===== src/rtl/ptc_pkg.sv =====
// Package for the pixel tint and contrast block: payload structs, lane codes,
// pipeline depths and arithmetic constants. No dependencies.
package ptc_pkg;

    // lane count, channel width and operand widths
    localparam int NUM_LANES   = 3;
    localparam int CH_W        = 8;
    localparam int PCT_W       = 7;
    localparam int COEF_W      = 16;            // N and D both fit in 16 bits
    localparam int PROD_W      = COEF_W + CH_W; // |N*(c-128)|
    localparam int GPROD_W     = CH_W + PCT_W;  // c*p

    // config register map
    localparam int CFG_IDX_W   = 2;
    localparam int CFG_DATA_W  = 7;
    localparam logic [CFG_IDX_W-1:0] CFG_MODE    = 2'd0;
    localparam logic [CFG_IDX_W-1:0] CFG_PERCENT = 2'd1;

    // adjust modes
    localparam logic [2:0] MODE_BLUE_GAIN  = 3'd0;
    localparam logic [2:0] MODE_GREEN_GAIN = 3'd1;
    localparam logic [2:0] MODE_RED_GAIN   = 3'd2;
    localparam logic [2:0] MODE_CONT_UP    = 3'd3;
    localparam logic [2:0] MODE_CONT_DOWN  = 3'd4;

    // arithmetic constants
    localparam logic [PCT_W-1:0]  PCT_MAX       = 7'd100;
    localparam logic [CH_W-1:0]   MID_GREY      = 8'd128;
    localparam logic [8:0]        CONTRAST_K    = 9'd259;
    localparam logic [7:0]        CONTRAST_S    = 8'd255;
    localparam logic [COEF_W-1:0] CONTRAST_BASE = 16'd25900;
    // floor(v/100) == (v*41944) >> 22 for every v below 25600
    localparam logic [15:0]       RECIP_100     = 16'd41944;
    localparam int                RECIP_SHIFT   = 22;

    // quotient bits resolved by the divider stages, one per stage
    localparam int DIV_BITS    = 8;
    // lane stages: operand stage, prep stage, divider stages
    localparam int LANE_STAGES = 2 + DIV_BITS;
    // accept edge to the edge that takes the result
    localparam int ITEM_LAT    = LANE_STAGES + 2;

    // what a lane does with its channel
    typedef enum logic [1:0] {
        OP_PASS,
        OP_GAIN,
        OP_CONTRAST
    } t_lane_op;

    typedef struct packed {
        logic [CH_W-1:0] blue_in;
        logic [CH_W-1:0] green_in;
        logic [CH_W-1:0] red_in;
    } t_pixel_in;

    typedef struct packed {
        logic [CH_W-1:0] blue_out;
        logic [CH_W-1:0] green_out;
        logic [CH_W-1:0] red_out;
    } t_pixel_out;

    // per-item factors shared by all lanes
    typedef struct packed {
        logic [COEF_W-1:0] n;
        logic [COEF_W-1:0] d;
        logic [PCT_W-1:0]  p;
    } t_coef;

endpackage


===== src/rtl/pixel_tint_and_contrast.sv =====
// Top level of the pixel tint and contrast block: entry stage, three channel
// lanes and the output merge. Depends on ptc_pkg, ptc_setup, ptc_lane.
//
// One pixel enters per clock: busy stays low, so an item is taken at every
// edge with start high. Its adjusted pixel is on o_result with o_done high for
// exactly one cycle once it has passed the entry, lane and output registers;
// results leave in the order items came in and the receiver must take each
// one as it passes. Each lane holds an operand stage, a prep stage and the
// contrast divide, one quotient bit per stage over eight stages. Config writes
// take effect at once and belong between bursts, with the pipe empty.
module pixel_tint_and_contrast import ptc_pkg::*; (
    input  logic                  i_clk,
    input  logic                  i_rst_n,
    input  logic                  i_cfg_we,
    input  logic [CFG_IDX_W-1:0]  i_cfg_idx,
    input  logic [CFG_DATA_W-1:0] i_cfg_data,
    input  logic                  i_start,
    input  t_pixel_in             i_pixel,
    output logic                  o_busy,
    output logic                  o_done,
    output t_pixel_out            o_result
);

    logic                 load;
    logic [CH_W-1:0]      stage_chan [NUM_LANES];
    t_lane_op             stage_op   [NUM_LANES];
    t_coef                stage_coef;
    logic [CH_W-1:0]      lane_out   [NUM_LANES];
    logic [LANE_STAGES:0] r_vld;
    logic                 r_done;
    t_pixel_out           r_result;

    assign o_busy = 1'b0;
    assign load   = i_start && !o_busy;

    ptc_setup u_setup (
        .i_clk      (i_clk),
        .i_rst_n    (i_rst_n),
        .i_cfg_we   (i_cfg_we),
        .i_cfg_idx  (i_cfg_idx),
        .i_cfg_data (i_cfg_data),
        .i_load     (load),
        .i_pixel    (i_pixel),
        .o_chan     (stage_chan),
        .o_op       (stage_op),
        .o_coef     (stage_coef)
    );

    for (genvar i = 0; i < NUM_LANES; i++) begin : g_lane
        ptc_lane u_lane (
            .i_clk  (i_clk),
            .i_chan (stage_chan[i]),
            .i_op   (stage_op[i]),
            .i_coef (stage_coef),
            .o_chan (lane_out[i])
        );
    end

    // item tracking alongside the lanes
    always_ff @(posedge i_clk) begin
        if (!i_rst_n) begin
            r_vld  <= '0;
            r_done <= 1'b0;
        end else begin
            r_vld  <= {r_vld[LANE_STAGES-1:0], load};
            r_done <= r_vld[LANE_STAGES];
        end
    end

    // merge lanes into the output register
    always_ff @(posedge i_clk) begin
        r_result.blue_out  <= lane_out[0];
        r_result.green_out <= lane_out[1];
        r_result.red_out   <= lane_out[2];
    end

    assign o_done   = r_done;
    assign o_result = r_result;

endmodule


===== src/rtl/ptc_setup.sv =====
// Config registers and the entry stage: latches the pixel, picks each lane's
// operation and works out the contrast factors. Depends on ptc_pkg.
module ptc_setup import ptc_pkg::*; (
    input  logic                  i_clk,
    input  logic                  i_rst_n,
    input  logic                  i_cfg_we,
    input  logic [CFG_IDX_W-1:0]  i_cfg_idx,
    input  logic [CFG_DATA_W-1:0] i_cfg_data,
    input  logic                  i_load,
    input  t_pixel_in             i_pixel,
    output logic [CH_W-1:0]       o_chan [NUM_LANES],
    output t_lane_op              o_op   [NUM_LANES],
    output t_coef                 o_coef
);

    logic [2:0]       r_mode;
    logic [PCT_W-1:0] r_pct;

    logic [PCT_W-1:0]  p_sat;
    logic [16:0]       n_full;
    logic [16:0]       s_full;
    t_coef             n_coef;
    t_lane_op          n_op [NUM_LANES];

    logic [CH_W-1:0]   r_chan [NUM_LANES];
    t_lane_op          r_op   [NUM_LANES];
    t_coef             r_coef;

    // config writes, unknown indexes ignored
    always_ff @(posedge i_clk) begin
        if (!i_rst_n) begin
            r_mode <= MODE_BLUE_GAIN;
            r_pct  <= '0;
        end else if (i_cfg_we) begin
            if (i_cfg_idx == CFG_MODE) begin
                r_mode <= i_cfg_data[2:0];
            end else if (i_cfg_idx == CFG_PERCENT) begin
                r_pct <= i_cfg_data;
            end
        end
    end

    // factors: N = 259*(100 +/- p), D = 25900 -/+ 255*p
    always_comb begin
        p_sat  = (r_pct > PCT_MAX) ? PCT_MAX : r_pct;
        s_full = 17'(CONTRAST_S) * 17'(p_sat);
        if (r_mode == MODE_CONT_UP) begin
            n_full   = 17'(CONTRAST_K) * (17'(PCT_MAX) + 17'(p_sat));
            n_coef.d = CONTRAST_BASE - s_full[COEF_W-1:0];
        end else begin
            n_full   = 17'(CONTRAST_K) * (17'(PCT_MAX) - 17'(p_sat));
            n_coef.d = CONTRAST_BASE + s_full[COEF_W-1:0];
        end
        n_coef.n = n_full[COEF_W-1:0];
        n_coef.p = p_sat;
    end

    // lane operations
    always_comb begin
        for (int i = 0; i < NUM_LANES; i++) begin
            if (r_mode == MODE_CONT_UP || r_mode == MODE_CONT_DOWN) begin
                n_op[i] = OP_CONTRAST;
            end else if (r_mode == 3'(i)) begin
                n_op[i] = OP_GAIN;
            end else begin
                n_op[i] = OP_PASS;
            end
        end
    end

    // entry stage
    always_ff @(posedge i_clk) begin
        if (i_load) begin
            r_chan[0] <= i_pixel.blue_in;
            r_chan[1] <= i_pixel.green_in;
            r_chan[2] <= i_pixel.red_in;
            r_op      <= n_op;
            r_coef    <= n_coef;
        end
    end

    assign o_chan = r_chan;
    assign o_op   = r_op;
    assign o_coef = r_coef;

endmodule


===== src/rtl/ptc_lane.sv =====
// One channel lane: pass, gain by adding c*p/100, or contrast by a pipelined restoring
// divide of |N*(c-128)| by D, then saturation. Depends on ptc_pkg.
module ptc_lane import ptc_pkg::*; (
    input  logic            i_clk,
    input  logic [CH_W-1:0] i_chan,
    input  t_lane_op        i_op,
    input  t_coef           i_coef,
    output logic [CH_W-1:0] o_chan
);

    typedef struct packed {
        t_lane_op           op;
        logic [CH_W-1:0]    c;
        logic               neg;
        logic [PROD_W-1:0]  a;
        logic [COEF_W-1:0]  d;
        logic [GPROD_W-1:0] gprod;
    } t_opnd;

    typedef struct packed {
        t_lane_op            op;
        logic [CH_W-1:0]     c;
        logic [CH_W-1:0]     gain;
        logic                neg;
        logic                ovf;
        logic [PROD_W-1:0]   rem;
        logic [COEF_W-1:0]   d;
        logic [DIV_BITS-1:0] q;
    } t_div;

    t_opnd           r_opnd;
    t_opnd           n_opnd;
    logic [CH_W-1:0] mag;
    t_div            r_div [DIV_BITS+1];
    t_div            n_prep;
    logic [30:0]     recip_prod;
    logic [8:0]      gain_sum;

    // operand stage: magnitude of c-128 times N, and c*p
    always_comb begin
        n_opnd.op    = i_op;
        n_opnd.c     = i_chan;
        n_opnd.neg   = (i_chan < MID_GREY);
        mag          = n_opnd.neg ? (MID_GREY - i_chan) : (i_chan - MID_GREY);
        n_opnd.a     = PROD_W'(i_coef.n) * PROD_W'(mag);
        n_opnd.d     = i_coef.d;
        n_opnd.gprod = GPROD_W'(i_chan) * GPROD_W'(i_coef.p);
    end

    always_ff @(posedge i_clk) begin
        r_opnd <= n_opnd;
    end

    // prep stage: gain via reciprocal of 100, quotient range check
    always_comb begin
        recip_prod  = 31'(r_opnd.gprod) * 31'(RECIP_100);
        gain_sum    = 9'(r_opnd.c) + recip_prod[RECIP_SHIFT+8:RECIP_SHIFT];
        n_prep.op   = r_opnd.op;
        n_prep.c    = r_opnd.c;
        n_prep.gain = gain_sum[8] ? 8'hFF : gain_sum[7:0];
        n_prep.neg  = r_opnd.neg;
        n_prep.ovf  = (r_opnd.a >= {r_opnd.d, {DIV_BITS{1'b0}}});
        n_prep.rem  = r_opnd.a;
        n_prep.d    = r_opnd.d;
        n_prep.q    = '0;
    end

    always_ff @(posedge i_clk) begin
        r_div[0] <= n_prep;
    end

    // divider stages, most significant quotient bit first
    for (genvar j = 0; j < DIV_BITS; j++) begin : g_div
        localparam int SH = DIV_BITS - 1 - j;
        logic [PROD_W-1:0] dsh;
        t_div              n_div;

        always_comb begin
            dsh   = PROD_W'(r_div[j].d) << SH;
            n_div = r_div[j];
            if (r_div[j].rem >= dsh) begin
                n_div.rem   = r_div[j].rem - dsh;
                n_div.q[SH] = 1'b1;
            end
        end

        always_ff @(posedge i_clk) begin
            r_div[j+1] <= n_div;
        end
    end

    // final pick and clamp; a negative quotient floors down on a remainder
    logic [8:0] t_up;
    always_comb begin
        t_up = 9'(r_div[DIV_BITS].q) + 9'(r_div[DIV_BITS].rem != '0);
        unique case (r_div[DIV_BITS].op)
            OP_GAIN: o_chan = r_div[DIV_BITS].gain;
            OP_CONTRAST: begin
                if (r_div[DIV_BITS].neg) begin
                    if (r_div[DIV_BITS].ovf || t_up > 9'(MID_GREY)) begin
                        o_chan = '0;
                    end else begin
                        o_chan = MID_GREY - t_up[7:0];
                    end
                end else begin
                    if (r_div[DIV_BITS].ovf || r_div[DIV_BITS].q >= MID_GREY) begin
                        o_chan = 8'hFF;
                    end else begin
                        o_chan = MID_GREY + r_div[DIV_BITS].q;
                    end
                end
            end
            default: o_chan = r_div[DIV_BITS].c;
        endcase
    end

endmodule


===== config.mk =====
export PLATFORM = sky130hd
export DESIGN_NAME = pixel_tint_and_contrast
export DESIGN_NICKNAME = d
export VERILOG_FILES = /design/src/rtl/ptc_pkg.sv /design/src/rtl/pixel_tint_and_contrast.sv /design/src/rtl/ptc_setup.sv /design/src/rtl/ptc_lane.sv
export SDC_FILE = /design/constraint.sdc
export NUM_CORES = 2
export LEC_CHECK = 0
export BUFFER_PORTS_ARGS = -buffer_cell sky130_fd_sc_hd__clkbuf_2
export CAP_MARGIN = 25
export CORE_ASPECT_RATIO = 1.75
export CORE_MARGIN = 2
export CORE_UTILIZATION = 55
export CTS_BUF_LIST = sky130_fd_sc_hd__clkbuf_16
export DETAILED_ROUTE_END_ITERATION = 8
export GPL_ROUTABILITY_DRIVEN = 0
export GPL_TIMING_DRIVEN = 0
export PLACE_DENSITY = 0.83
export SYNTH_ARGS = -nofsm -noshare
export SYNTH_HDL_FRONTEND = slang
export SYNTH_HIERARCHICAL = 1
export SYNTH_SLANG_ARGS = --single-unit

===== constraint.sdc =====
create_clock -name i_clk -period 8.6 [get_ports i_clk]
set_clock_uncertainty 0.15 [all_clocks]
set_input_delay 2.58 -clock i_clk [delete_from_list [all_inputs] [get_ports i_clk]]
set_output_delay 2.58 -clock i_clk [all_outputs]
set_load 0.01 [all_outputs]

==> impl_metrics.ini <==
[detailed_routing]
ant_nets = 0
drc_errors = 0
vias_per_cell = 5.60
routedWlPerCell_um = 18.0
dr.pass1.iters = 6
totalWireLength_mm = 232
drtIter0Drc = 3866
via_count = 72300

[cells_and_area]
area.growth.synth_to_final_pct = 8.78
fill_cells = 13900
final_common_cell = dfxtp_1
multiInputGateArea_um2 = 55700
fin_nets = 12100
layout.cells.most_common_list = 1924 x dfxtp_1, 1424 x inv_1, 1117 x ha_1, 652 x nand2_1, 594 x fa_1
regArea_um2 = 40500
drive_gt1_frac = 0.0573

[sta]
setup_violations = 0
tns_ps = 0
timing.fmax_ghz = 0.125
finalCritPeriodShare = 0.930
slew_violations = 0
finalHoldViolations = 0
rsz0062_at_grt = false
tightest_slew_ps = 1150
min_period_ps = 8000
timing.slew.headroom = 0.236

[setup_path]
slowest_stage = edfxtp_1
cp_cell_sequence = clkbuf_1, inv_1, ha_1, a21oi_1, xor2_1, clkbuf_1, nand2_1, fa_1, inv_1, fa_1, fa_1, fa_1, ha_1, o21a_1, o21ai_0, a221oi_1, nor3_1, or4_1, a21boi_0, o41ai_1, xnor2_1
rrSetupSlack_ps = 600
required_ps = 9110
critPathMaxFanout = 10
crit_family = adder cells
cp_num_buf_inv = 4
max_stage_delay_ps = 810
cp-end-kind = register
cp-start-kind = register
crit_arrival_ps = 8510
crit_top_cell = fa_1
worstSetupPathType = reg -> reg

[synth]
yosys_register_bits = 1989
synthSimpleGateAreaFrac = 0.114
synthAdderAreaFrac = 0.253
synthXorXnorAreaFrac = 0.0510
synth_enable_flop_cells = 65
syn_inst = 10100
ys_seq_area_frac = 0.396
yosysWarningCount = 6
synth_top_family_by_area = adder cells
yosysUniqueCellTypes = 123
synth_nets = 11800
synthFlopType = dfxtp_1
synthMuxAreaShare = 0.0154
synth_compound_area_frac = 0.111
async_flop_share = 0
synth_area_um2 = 102000
avgSynthCellArea_um2 = 10.1

[global_routing]
grt_first_pass_wirelength_mm = 375
use_met1 = 0.219
grt_max_degree = 46
antenna_found_initial = 15
use_met3 = 0.0353
met2_usage = 0.477
grt-busiest-layer = met2
track_usage = 0.244
grt_pass1_vias = 78400
grt_overflow = 0

[floorplanning]
rows = 209
dieArea_um2 = 189000
start_util = 0.552
die_y_um = 574
fp.dieW_um = 330
core_region_area_um2 = 185000
pin_count = 63

[placement]
io_buffers = 61
hpwl_mm = 178

[clock_tree]
cts_buffers = 170
clockRootBuffer = clkbuf_16
ctsHoldBuffers = 0
clock_sinks = 1989
cts_max_path_buffers = 4
h-tree-depth = 4
insertion_delay_ps = 840
post_cts_resized = 0
clk_pin_slew_ps = 70
cts_tree = built
post_cts_buffers = 0

[worst_hold_path]
hp-class = reg -> reg

[run]
drv_cap = 0

[status]
status = completed
[cells by family after synthesis]
family                   Yosys count
flip-flops                      1989
adder cells (fa/ha/maj)         1711
other                              1
XOR/XNOR                         588
multiplexers                     139
AND/OR/NAND/NOR                 2327
buffers and inverters           1562
AO/OA/AOI/OAI                   1779
[layout make-up]
type	count	share of cell area
Sequential cell	1989	0.364
Multi-Input combinational cell	6545	0.501
Buffer	164	0.00670
Timing Repair Buffer	71	0.00423
Clock buffer	174	0.0392
Clock inverter	124	0.00967
Inverter	1398	0.0472
Tap cell	2426	0.0273
Antenna cell	12	0.000270
[final timing paths]
| check | start | end | depth (start not counted) |
|---|---|---|---|
| min | g_lane[2].u_lane/r_div[3][73] | g_lane[2].u_lane/r_div[4][5] | 0 |
| max | u_setup/o_chan[0] | g_lane[2].u_lane/n_prep[47] | 21 |
| min reg2reg | g_lane[2].u_lane/r_div[3][73] | g_lane[2].u_lane/r_div[4][5] | 0 |
| max reg2reg | u_setup/o_chan[0] | g_lane[2].u_lane/n_prep[47] | 21 |
[sequential cells by signal, indices dropped and copies added, names as in the netlist]
register              cells
g_lane.u_lane/n_prep    153
g_lane.u_lane/r_div    1680
u_setup/r_pct             7
o_done                    1
u_setup/o_op              4
u_setup/o_chan           24
u_setup/o_coef           37
r_vld                    11
g_lane.u_lane/r_opnd     45
o_result                 24
u_setup/r_mode            3
[routing by layer]
metal  part of all wire  wire length, um
met1               0.33            76300
met2               0.54           126000
met3              0.044            10200
met4              0.083            19300
met5            0.00020               47
[stage by stage]
stage               utilization  instances  area [um^2]  hold WS, ps  setup slack, ps
floorplan                     -      10100       102000          160             2160
global placement          0.571      12600       105000          160              876
detailed placement        0.571      12600       106000          162              707
CTS                       0.600      12900       111000          136              560
global route              0.601      12900       111000          151              286
finish                    0.601      12900       111000          150              602
[cell usage after synthesis (68+ instances only)]
master    instances  area share
fa_1            594        0.12
clkbuf_1        115      0.0042
and2_1          290       0.018
nand4_1          68      0.0042
nor2b_1         156      0.0096
xor2_1          238       0.020
o21ai_0         391       0.019
nor3_1          128      0.0063
nand2_1         652       0.024
a21o_1          167       0.012
nor2_1          499       0.018
ha_1           1117        0.14
inv_1          1397       0.051
xnor2_1         342       0.029
o21a_1          101      0.0074
nand3_1         101      0.0049
mux2_2           99       0.011
nand2b_1        107      0.0066
dfxtp_1        1924        0.38
a21oi_1         576       0.028
Power is not shown: default switching activity piles up to over one toggle a cycle in this logic, so the estimate is an artifact.
